==> config.mk <==
export PLATFORM = sky130hd
export DESIGN_NAME = url_percent_decoder_flat
export DESIGN_NICKNAME = d
export VERILOG_FILES = /design/src/upd_pkg.sv /design/src/upd_if.sv /design/src/upd_decode.sv /design/src/url_percent_decoder.sv /design/src/flat_wrapper.sv
export VERILOG_INCLUDE_DIRS = /design/src /design/src/src
export SDC_FILE = /design/constraint.sdc
export NUM_CORES = 1
export LEC_CHECK = 0
export BUFFER_PORTS_ARGS = -buffer_cell sky130_fd_sc_hd__buf_2
export CAP_MARGIN = 40
export CELL_PAD_IN_SITES_DETAIL_PLACEMENT = 1
export CELL_PAD_IN_SITES_GLOBAL_PLACEMENT = 2
export CORE_UTILIZATION = 33
export DETAILED_ROUTE_END_ITERATION = 12
export GPL_TIMING_DRIVEN = 0
export PLACE_DENSITY = 0.74
export SLEW_MARGIN = 40
export SYNTH_ARGS = -nofsm -noshare
export SYNTH_HDL_FRONTEND = slang
export SYNTH_SLANG_ARGS = --single-unit
==> constraint.sdc <==
create_clock -name clk -period 4.3 [get_ports clk]
set_clock_uncertainty 0.2 [all_clocks]
set_input_delay 0.86 -clock clk [delete_from_list [all_inputs] [get_ports clk]]
set_output_delay 0.86 -clock clk [all_outputs]
set_load 0.1 [all_outputs]
==> src/assert_macros.svh <==
// assertion macros included by the url percent decoder top level
`ifndef ASSERT_MACROS_SVH
`define ASSERT_MACROS_SVH

// implication checked on every clock edge outside reset
`define ASSERT_IMPL(label, ante, cons, msg) \
  label: assert property (@(posedge clk) disable iff (!rst_n) (ante) |-> (cons)) \
    else $error(msg);

// implication whose consequent is checked in the cycle after the antecedent
`define ASSERT_NEXT(label, ante, cons, msg) \
  label: assert property (@(posedge clk) disable iff (!rst_n) (ante) |=> (cons)) \
    else $error(msg);

`endif

==> src/upd_pkg.sv <==
// types, character codes and hex helper for the url percent decoder
package upd_pkg;

  localparam int unsigned BYTE_W = 8;
  localparam int unsigned LEN_W  = 16;
  localparam int unsigned NIB_W  = 5;

  // escape phase codes
  localparam logic [1:0] PH_IDLE  = 2'd0;
  localparam logic [1:0] PH_PCT   = 2'd1;
  localparam logic [1:0] PH_DIGIT = 2'd2;

  // character codes
  localparam logic [BYTE_W-1:0] CH_PLUS  = 8'h2B;
  localparam logic [BYTE_W-1:0] CH_PCT   = 8'h25;
  localparam logic [BYTE_W-1:0] CH_SPACE = 8'h20;
  localparam logic [BYTE_W-1:0] CH_0     = 8'h30;
  localparam logic [BYTE_W-1:0] CH_9     = 8'h39;
  localparam logic [BYTE_W-1:0] CH_LA    = 8'h61;
  localparam logic [BYTE_W-1:0] CH_LF    = 8'h66;
  localparam logic [BYTE_W-1:0] CH_UA    = 8'h41;
  localparam logic [BYTE_W-1:0] CH_UF    = 8'h46;

  localparam logic [NIB_W-1:0] NOT_HEX       = 5'd16;
  localparam logic [NIB_W-1:0] HEX_ALPHA_OFS = 5'd10;
  localparam logic [LEN_W-1:0] MAX_LEN_RESET = 16'hFFFF;

  // decoder state carried from word to word
  typedef struct packed {
    logic [1:0]       phase;
    logic [NIB_W-1:0] high_nib;
    logic [LEN_W-1:0] count;
  } upd_state_t;

  // what one input word produces
  typedef struct packed {
    logic              have_result;
    logic [BYTE_W-1:0] out_byte;
    logic              byte_valid;
    logic              end_of_string;
    logic [LEN_W-1:0]  decoded_length;
  } upd_result_t;

  // value of one hex digit, NOT_HEX for anything else
  function automatic logic [NIB_W-1:0] hex_value(input logic [BYTE_W-1:0] c);
    logic [BYTE_W-1:0] diff;
    begin
      diff = '0;
      if (c >= CH_0 && c <= CH_9) begin
        diff = c - CH_0;
        hex_value = diff[NIB_W-1:0];
      end else if (c >= CH_LA && c <= CH_LF) begin
        diff = c - CH_LA;
        hex_value = diff[NIB_W-1:0] + HEX_ALPHA_OFS;
      end else if (c >= CH_UA && c <= CH_UF) begin
        diff = c - CH_UA;
        hex_value = diff[NIB_W-1:0] + HEX_ALPHA_OFS;
      end else begin
        hex_value = NOT_HEX;
      end
    end
  endfunction

endpackage

==> src/upd_if.sv <==
// handshake channels of the url percent decoder

// encoded character channel
interface upd_in_if
  import upd_pkg::*;
  ();
  logic              valid;
  logic              ready;
  logic [BYTE_W-1:0] in_byte;
  logic              last;

  modport source (output valid, output in_byte, output last, input ready);
  modport sink   (input valid, input in_byte, input last, output ready);
endinterface

// decoded result channel
interface upd_out_if
  import upd_pkg::*;
  ();
  logic              valid;
  logic              ready;
  logic [BYTE_W-1:0] out_byte;
  logic              byte_valid;
  logic              end_of_string;
  logic [LEN_W-1:0]  decoded_length;

  modport source (output valid, output out_byte, output byte_valid,
                  output end_of_string, output decoded_length, input ready);
  modport sink   (input valid, input out_byte, input byte_valid,
                  input end_of_string, input decoded_length, output ready);
endinterface

// configuration write channel for the length limit
interface upd_cfg_if
  import upd_pkg::*;
  ();
  logic             valid;
  logic             ready;
  logic [LEN_W-1:0] max_output_length;

  modport source (output valid, output max_output_length, input ready);
  modport sink   (input valid, input max_output_length, output ready);
endinterface

==> src/upd_decode.sv <==
// per-character decode step: next state and result from one word
module upd_decode
  import upd_pkg::*;
(
  input  upd_state_t        state_cur,
  input  logic [BYTE_W-1:0] in_byte,
  input  logic              last,
  input  logic [LEN_W-1:0]  max_len,
  output upd_state_t        state_nxt,
  output upd_result_t       result
);

  logic [NIB_W-1:0]  lo_nib;
  logic              have;
  logic [BYTE_W-1:0] emit;
  logic [LEN_W-1:0]  count_upd;
  upd_state_t        st;
  logic [BYTE_W-1:0] joined;

  assign lo_nib = hex_value(in_byte);
  assign joined = {state_cur.high_nib[3:0], lo_nib[3:0]};

  // escape tracking and byte selection
  always_comb begin
    st   = state_cur;
    have = 1'b0;
    emit = '0;
    if (state_cur.count < max_len) begin
      case (state_cur.phase)
        PH_PCT: begin
          if (last) begin
            st.phase = PH_IDLE;
            // percent right before the end: last byte is plain, no new escape
            if (in_byte == CH_PLUS) begin
              have = 1'b1;
              emit = CH_SPACE;
            end else if (in_byte != CH_PCT) begin
              have = 1'b1;
              emit = in_byte;
            end
          end else begin
            st.high_nib = hex_value(in_byte);
            st.phase    = PH_DIGIT;
          end
        end
        PH_DIGIT: begin
          st.phase    = PH_IDLE;
          st.high_nib = '0;
          if (state_cur.high_nib != NOT_HEX && lo_nib != NOT_HEX) begin
            have = 1'b1;
            emit = joined;
          end
        end
        default: begin
          st.phase = PH_IDLE;
          if (in_byte == CH_PLUS) begin
            have = 1'b1;
            emit = CH_SPACE;
          end else if (in_byte == CH_PCT) begin
            if (!last) begin
              st.phase = PH_PCT;
            end
          end else begin
            have = 1'b1;
            emit = in_byte;
          end
        end
      endcase
    end
  end

  assign count_upd = have ? state_cur.count + 16'd1 : state_cur.count;

  // result word and end-of-string clear
  always_comb begin
    state_nxt       = st;
    state_nxt.count = count_upd;
    if (last) begin
      state_nxt = '0;
    end
    result.have_result    = have | last;
    result.out_byte       = have ? emit : '0;
    result.byte_valid     = have;
    result.end_of_string  = last;
    result.decoded_length = last ? count_upd : '0;
  end

endmodule

==> src/url_percent_decoder.sv <==
// url percent decoder top level: input register, decode step, result register
// a character waits in the input register until the result register is free
// one character per cycle unless the result register stalls; decode state is registered
// a stalled result register holds its word while the input register still fills
// characters that produce no result leave no word on the output channel
// synchronous active-low reset clears control, decode state and sets limit to 65535
`include "assert_macros.svh"

module url_percent_decoder
  import upd_pkg::*;
(
  input  logic      clk,
  input  logic      rst_n,
  upd_in_if.sink    in_chan,
  upd_out_if.source out_chan,
  upd_cfg_if.sink   cfg_chan
);

  logic              s1_v_r, s1_v_nxt;
  logic [BYTE_W-1:0] s1_byte_r;
  logic              s1_last_r;
  logic              out_v_r, out_v_nxt;
  upd_result_t       out_r;
  upd_state_t        state_r, state_nxt;
  logic [LEN_W-1:0]  max_len_r;
  upd_result_t       result;
  logic              out_free;
  logic              s1_fire;
  logic              in_fire;

  // handshake control
  assign out_free = !out_v_r || out_chan.ready;
  assign s1_fire  = s1_v_r && out_free;
  assign in_chan.ready = !s1_v_r || out_free;
  assign in_fire  = in_chan.valid && in_chan.ready;
  assign s1_v_nxt = in_fire ? 1'b1 : (s1_fire ? 1'b0 : s1_v_r);
  assign out_v_nxt = out_free ? (s1_v_r && result.have_result) : out_v_r;

  // config write always taken
  assign cfg_chan.ready = 1'b1;

  // decode step
  upd_decode u_decode (
    .state_cur (state_r),
    .in_byte   (s1_byte_r),
    .last      (s1_last_r),
    .max_len   (max_len_r),
    .state_nxt (state_nxt),
    .result    (result)
  );

  // control and state registers
  always_ff @(posedge clk) begin
    if (!rst_n) begin
      s1_v_r    <= 1'b0;
      out_v_r   <= 1'b0;
      state_r   <= '0;
      max_len_r <= MAX_LEN_RESET;
    end else begin
      s1_v_r  <= s1_v_nxt;
      out_v_r <= out_v_nxt;
      if (s1_fire) begin
        state_r <= state_nxt;
      end
      if (cfg_chan.valid) begin
        max_len_r <= cfg_chan.max_output_length;
      end
    end
  end

  // input word register
  always_ff @(posedge clk) begin
    if (in_fire) begin
      s1_byte_r <= in_chan.in_byte;
      s1_last_r <= in_chan.last;
    end
  end

  // result word register
  always_ff @(posedge clk) begin
    if (s1_fire && result.have_result) begin
      out_r <= result;
    end
  end

  assign out_chan.valid          = out_v_r;
  assign out_chan.out_byte       = out_r.out_byte;
  assign out_chan.byte_valid     = out_r.byte_valid;
  assign out_chan.end_of_string  = out_r.end_of_string;
  assign out_chan.decoded_length = out_r.decoded_length;

  // checks on the decode logic
  `ASSERT_IMPL(a_word_has_content, out_v_r, out_r.byte_valid || out_r.end_of_string, "empty result word")
  `ASSERT_IMPL(a_len_only_at_end, out_v_r && !out_r.end_of_string, out_r.decoded_length == '0, "length off end")
  `ASSERT_IMPL(a_byte_zero_if_none, out_v_r && !out_r.byte_valid, out_r.out_byte == '0, "stray byte")
  `ASSERT_NEXT(a_clear_after_last, s1_fire && s1_last_r, state_r == '0, "state not cleared")

endmodule

==> src/flat_wrapper.sv <==
// flat-port wrapper written by rule: the top's interface ports become plain ports
module url_percent_decoder_flat import upd_pkg::*;
  (clk, rst_n, in_chan_valid, in_chan_in_byte, in_chan_last, in_chan_ready, out_chan_valid, out_chan_out_byte, out_chan_byte_valid, out_chan_end_of_string, out_chan_decoded_length, out_chan_ready, cfg_chan_valid, cfg_chan_max_output_length, cfg_chan_ready);
  upd_in_if in_chan_i ();
  upd_out_if out_chan_i ();
  upd_cfg_if cfg_chan_i ();
  input  logic clk;
  input  logic rst_n;
  input wire logic [$bits(in_chan_i.valid)-1:0] in_chan_valid;
  input wire logic [$bits(in_chan_i.in_byte)-1:0] in_chan_in_byte;
  input wire logic [$bits(in_chan_i.last)-1:0] in_chan_last;
  output wire logic [$bits(in_chan_i.ready)-1:0] in_chan_ready;
  output wire logic [$bits(out_chan_i.valid)-1:0] out_chan_valid;
  output wire logic [$bits(out_chan_i.out_byte)-1:0] out_chan_out_byte;
  output wire logic [$bits(out_chan_i.byte_valid)-1:0] out_chan_byte_valid;
  output wire logic [$bits(out_chan_i.end_of_string)-1:0] out_chan_end_of_string;
  output wire logic [$bits(out_chan_i.decoded_length)-1:0] out_chan_decoded_length;
  input wire logic [$bits(out_chan_i.ready)-1:0] out_chan_ready;
  input wire logic [$bits(cfg_chan_i.valid)-1:0] cfg_chan_valid;
  input wire logic [$bits(cfg_chan_i.max_output_length)-1:0] cfg_chan_max_output_length;
  output wire logic [$bits(cfg_chan_i.ready)-1:0] cfg_chan_ready;
  assign in_chan_i.valid = in_chan_valid;
  assign in_chan_i.in_byte = in_chan_in_byte;
  assign in_chan_i.last = in_chan_last;
  assign in_chan_ready = in_chan_i.ready;
  assign out_chan_valid = out_chan_i.valid;
  assign out_chan_out_byte = out_chan_i.out_byte;
  assign out_chan_byte_valid = out_chan_i.byte_valid;
  assign out_chan_end_of_string = out_chan_i.end_of_string;
  assign out_chan_decoded_length = out_chan_i.decoded_length;
  assign out_chan_i.ready = out_chan_ready;
  assign cfg_chan_i.valid = cfg_chan_valid;
  assign cfg_chan_i.max_output_length = cfg_chan_max_output_length;
  assign cfg_chan_ready = cfg_chan_i.ready;
  url_percent_decoder u_core (.clk(clk), .rst_n(rst_n), .in_chan(in_chan_i), .out_chan(out_chan_i), .cfg_chan(cfg_chan_i));
endmodule
## Yosys cells after proc, flatten, opt, wreduce, memory -nomap -nowiden

Index checks and enable logic that the tools add are counted.

- Register bits after elaboration: 76
- Logic and storage cells: 78

- Add/sub/neg operators: 6
- Order comparisons: 7
- Equal/unequal tests: 7
- Mux-type cells: 27
- Bitwise gates (word level): 1
- Reductions and logical operators: 18

Operators by type and width:

| cell | number |
|---|---|
| $mux 8 | 6 |
| $mux 23 | 1 |
| $add 16x1->16 const B | 1 |
| $eq 8x6->1 const B | 2 |
| $ge 8x7->1 const B | 2 |
| $le 8x7->1 const B | 2 |
| $lt 16x16->1 | 1 |
| $mux 16 | 1 |
| $pmux 8 s2 | 1 |
| $mux 5 | 3 |
| $mux 1 | 11 |
| $add 5x4->5 const B | 2 |
| $ne 5x5->1 const B | 2 |
| $pmux 5 s2 | 1 |
| $sub 5x1->5 const B | 2 |
| $ge 8x6->1 const B | 1 |
| $le 8x6->1 const B | 1 |
| $logic_and 1x1->1 | 8 |
| $ne 8x6->1 const B | 1 |
| $mux 7 | 1 |
| $sub 5x5->5 const B | 1 |
| $pmux 2 s2 | 1 |
| $reduce_and 2->1 | 2 |
| $reduce_bool 2->1 | 2 |
| other kinds (8) | 10 |

## Logic depth before layout (Yosys ltp)

- Word-level depth: 12
- Mapped depth: 11
- Mapped depth without buffers: 10

## Modules after synthesis

From an unflattened synthesis, not the netlist that was laid out.

- Cells, all modules: 471
- Area, all modules: 4453.0 um^2

Modules (own cells, without submodules):

| module | times used | cells an instance | area each (um^2) | sequential area each (um^2) |
|---|---|---|---|---|
| url_percent_decoder | 1 | 201 | 2663.8 | 1871.8 |
| upd_decode | 1 | 270 | 1789.2 | 0.0 |

## Least setup slack after synthesis

No wires, ideal clock.

- Path type: register -> register
- Start: register u_core.s1_byte_r[3]
- End: register u_core.out_r, in the netlist u_core.out_chan.byte_valid (enable)
- Setup time: 418 ps
- Arrival time: 3478 ps
- Required time: 3682 ps
- Slack: 204 ps
- Stages on the path, launching flop included: 9
- Period minus slack after synthesis: 4096 ps
- Cells stage by stage: edfxtp_1 > buf_6 > or4b_4 > a311oi_4 > o211ai_4 > buf_6 > a21o_2 > buf_4 > a21oi_1

- Word-level cells in the longest chain between the ends: 12

Ends and longest elaborated chain:

| item | RTL line | RTL |
|---|---|---|
| start, declared | url_percent_decoder.sv:20 | `logic [BYTE_W-1:0] s1_byte_r;` |
| start signal, assigned | url_percent_decoder.sv:74 | `s1_byte_r <= in_chan.in_byte;` |
| $sub 5x1->5, or another cell as far along | upd_pkg.sv:53, upd_pkg.sv:56 |  |
| $add 5x4->5 or $logic_and 1x1->1 (tied branches) | upd_pkg.sv:54, upd_pkg.sv:57, upd_pkg.sv:55 |  |
| $mux 5 | upd_pkg.sv:55 | `end else if (c >= CH_UA && c <= CH_UF) begin` |
| $mux 5 (2 in series) | n/a |  |
| $ne 5x5->1 | upd_decode.sv:49 | `if (state_cur.high_nib != NOT_HEX && lo_nib != NOT_HEX) begin` |
| $logic_and 1x1->1 | upd_decode.sv:49 |  |
| $mux 1 | upd_decode.sv:49 |  |
| $pmux 1 s2 * | upd_decode.sv:29 | `case (state_cur.phase)` |
| $mux 1 * | upd_decode.sv:28 | `if (state_cur.count < max_len) begin` |
| $or 1x1->1 * | upd_decode.sv:81 | `result.have_result = have \| last;` |
| $logic_and 1x1->1 * | url_percent_decoder.sv:81 | `if (s1_fire && result.have_result) begin` |
| end signal, assigned | url_percent_decoder.sv:82 | `out_r <= result;` |
| end, declared | url_percent_decoder.sv:23 | `upd_result_t out_r;` |

Every way passes the cells marked *; elsewhere a longest branch is shown, timed or not.
A chain may end at the register's enable or synchronous reset.

## Final worst setup path

- Start: register u_core.s1_byte_r[1]
- End: register u_core.out_r, in the netlist u_core.out_chan.decoded_length[12] (enable)

Same word-level chain as after synthesis.

==> results.py <==
metrics = {
    "hold_path": {
        "hold_path_end": "u_core.out_chan.end_of_string",
        "hp-class": "flip-flop to flip-flop",
        "min_path_cells": 0,
        "hold_start": "u_core.s1_last_r",
    },
    "power": {
        "power.total_mw": 1.78,
        "power.density_cell_area_nw_per_um2": 351,
        "ir_drop_mv": 0.200,
        "leakage_nw": 1.90,
    },
    "sta": {
        "post-route-min-period_ns": 3.58,
        "finalCritPeriodShare": 0.833,
        "worst_slack_ns": 0.720,
        "report.final.hold_viol_count": 0,
        "finalSetupViolCount": 0,
        "clock.fmax_ghz": 0.279,
        "rsz0062_at_grt": "no",
        "tightest_slew_ns": 0.740,
        "slew_viol_final": 0,
        "slew-limit-headroom": 0.505,
    },
    "clock_tree": {
        "cts_sinks": 76,
        "root_buffer": "clkbuf_16",
        "numCtsBuffers": 9,
        "h-tree-depth": 3,
        "cts_tree": "yes",
        "cts.clk_slew.worst_paths_ns": 0.06,
        "clock_latency_ns": 0.35,
        "clk_path_buf_depth": 2,
        "post_cts_buffers": 0,
        "cts_hold_buf": 0,
        "cts_resized": 0,
    },
    "grt": {
        "grt_first_pass_wirelength_mm": 18.9,
        "grt_start_max_net_pins": 17,
        "first_global_vias": 3672,
        "track_usage": 0.188,
        "antenna_found_initial": 0,
        "grt_overflow_total": 0,
    },
    "critical_path": {
        "crit_fanout": 16,
        "cp-start-kind": "flip-flop",
        "rrSetupSlack_ns": 0.72,
        "r2r_end": "u_core.out_chan.decoded_length[12]",
        "critPathCaptureType": "flip-flop",
        "crit_arrival_ns": 3.43,
        "startpoint": "u_core.s1_byte_r[1]",
        "critPathKind": "flip-flop to flip-flop",
        "rr_worst_depth": 11,
        "rr_startpoint": "u_core.s1_byte_r[1]",
        "worstPathRequired_ns": 4.15,
    },
    "die": {
        "initial_core_util": 0.338,
        "core_area_sq_um": 12600,
        "io_pins": 59,
        "fp.dieW_microns": 116,
        "num_rows": 41,
        "die_h_microns": 116,
        "die_area_sq_um": 13400,
    },
    "layout": {
        "n_antenna_cell": 0,
        "nets": 570,
        "finalNonFillerCells": 694,
        "layout-drive-gt1-share": 0.192,
        "final_util": 0.403,
        "area_growth_pct": 19.2,
        "layout_common_cells": "buf_2, nand2_1, nor2_1",
        "mostFrequentLayoutCell": "buf_2",
    },
    "synth": {
        "syn_nets": 502,
        "synth-simple-area-share": 0.186,
        "postSynthCellCount": 449,
        "synth_compound_area_frac": 0.207,
        "ys_seq_elements": 76,
        "avgSynthCellArea_sq_um": 9.50,
        "ys.flop_type": "dfxtp_1",
        "syn-cell-area_sq_um": 4270,
        "ys.warnings.count": 0,
        "ys_seq_area_frac": 0.439,
        "yosys.area_share.adder": 0.0675,
        "synth_top_family_by_area": "compound AO/OA/AOI/OAI gates",
        "synth_cell_types": 56,
        "synth_xor_area_frac": 0.0329,
        "synth_edf_count": 35,
        "synthArstFlopShare": 0,
        "synthMuxAreaShare": 0.00939,
    },
    "drt": {
        "drc": 0,
        "via_per_inst": 5.11,
        "wl_mm": 11.3,
        "dr.pass1.iters": 4,
        "via_count": 3549,
        "drt_iter0_markers": 151,
        "drtAntennaViolNets": 0,
        "wl_per_cell_microns": 16.3,
    },
    "place": {
        "place_ws_ns": 0.726,
        "dp_hpwl_mm": 8.53,
        "io_buffers": 56,
        "gp_congestion": 0.822,
        "dp.cells": 678,
    },
    "flow_run": {
        "cap_violations": 0,
    },
    "run_status": {
        "status": "complete, no violations",
    },
}
[cell type report]
cell class	count	area [sq um]
fillers	1491	7540
plain buffers	28	138
inverters	29	109
multi-input cells	316	2160
flip-flops and latches	76	1870
well taps	172	215
clock buffers	11	243
clock inverters	5	52.6
repair buffers	57	295
[worst max-delay path by stage]
stage / to / cells past startpoint
2_1_floorplan: u_core.out_chan.byte_valid / 8
3_3_place_gp: u_core.out_chan.decoded_length[6] / 10
6_report: u_core.out_chan.decoded_length[12] / 11
3_5_place_dp: u_core.out_chan.out_byte[3] / 11
5_1_grt: u_core.out_chan.decoded_length[13] / 11
4_1_cts: u_core.out_chan.decoded_length[12] / 11
[cells by family (layout without fill, tap and decap cells)]
logic type | Yosys count | count (layout)
AND/OR/NAND/NOR | 168 | 168
AO/OA/AOI/OAI | 104 | 104
flip-flops | 76 | 76
buffers and inverters | 57 | 130
adder cells (fa/ha/maj) | 23 | 23
XOR/XNOR | 16 | 16
multiplexers | 4 | 4
other | 1 | 1
[synthesized netlist by cell type (2+ instances only)]
master	number	area, sq um
a2111oi_2	3	45.0
a2111oi_4	4	110
a211oi_2	6	75.1
a21oi_1	18	90.1
a22o_1	2	17.5
a22oi_1	7	52.6
a31oi_1	6	37.5
a41oi_1	2	17.5
and2_1	3	18.8
buf_1	3	11.3
buf_2	2	10.0
buf_4	2	15.0
buf_6	3	33.8
clkbuf_1	18	67.6
dfxtp_1	41	821
edfxtp_1	35	1050
ha_1	23	288
inv_1	28	105
mux2i_1	4	40.0
nand2_1	50	188
nand2b_1	3	18.8
nand3_1	37	185
nand3b_1	5	37.5
nand4_1	9	56.3
nor2_1	43	161
nor2b_1	3	18.8
nor3_1	3	15.0
o211ai_1	24	180
o21a_1	6	45.0
o21ai_0	11	55.1
o21ai_1	3	15.0
or3_1	4	25.0
xnor2_1	15	131
[power by group]
| group | total (mW) | internal [mW] | switching, mW |
|---|---|---|---|
| registers | 0.798 | 0.786 | 0.0126 |
| clock network | 0.760 | 0.462 | 0.298 |
| logic | 0.225 | 0.0522 | 0.173 |
| total | 1.78 | 1.30 | 0.483 |
[per-layer routing]
| layer | vias to the layer above | GRT usage | wire length [microns] |
|---|---|---|---|
| li1 | 1766 | - | - |
| met1 | 1722 | 0.256 | 5720 |
| met2 | 49 | 0.293 | 5060 |
| met3 | 12 | 0.0309 | 319 |
| met4 | 0 | 0.0846 | 229 |
| met5 | - | 0 | 0 |
[state kept, by name (all words and copies together), names as in the netlist]
| signal | flops |
|---|---|
| u_core.s1_v_r | 1 |
| u_core.state_r | 23 |
| u_core.s1_byte_r | 8 |
| u_core.s1_last_r | 1 |
| u_core.max_len_r | 16 |
| u_core.out_chan.byte_valid | 1 |
| u_core.out_chan.valid | 1 |
| u_core.out_chan.out_byte | 8 |
| u_core.out_chan.decoded_length | 16 |
| u_core.out_chan.end_of_string | 1 |
[critical path, stage by stage, from the launching register on]
cell and delay (ns):
edfxtp_1 0.54, inv_1 0.15, ha_1 0.20, nor2_1 0.07
o21a_1 0.16, nor2_1 0.47, a21oi_4 0.18, buf_6 0.22
a21o_2 0.25, buf_4 0.19, a21oi_4 0.41, buf_8 0.23
[metrics by stage]
stage	setup TNS [ns]	hold WS, ns	instance area, sq um
after floorplan	0	0.224	4270
after global placement	-17.78	0.247	4760
after detailed placement	0	0.246	4790
after CTS	0	0.248	5080
after global routing	0	0.286	5080
final	0	0.245	5080
(Power assumes the default switching activity.)
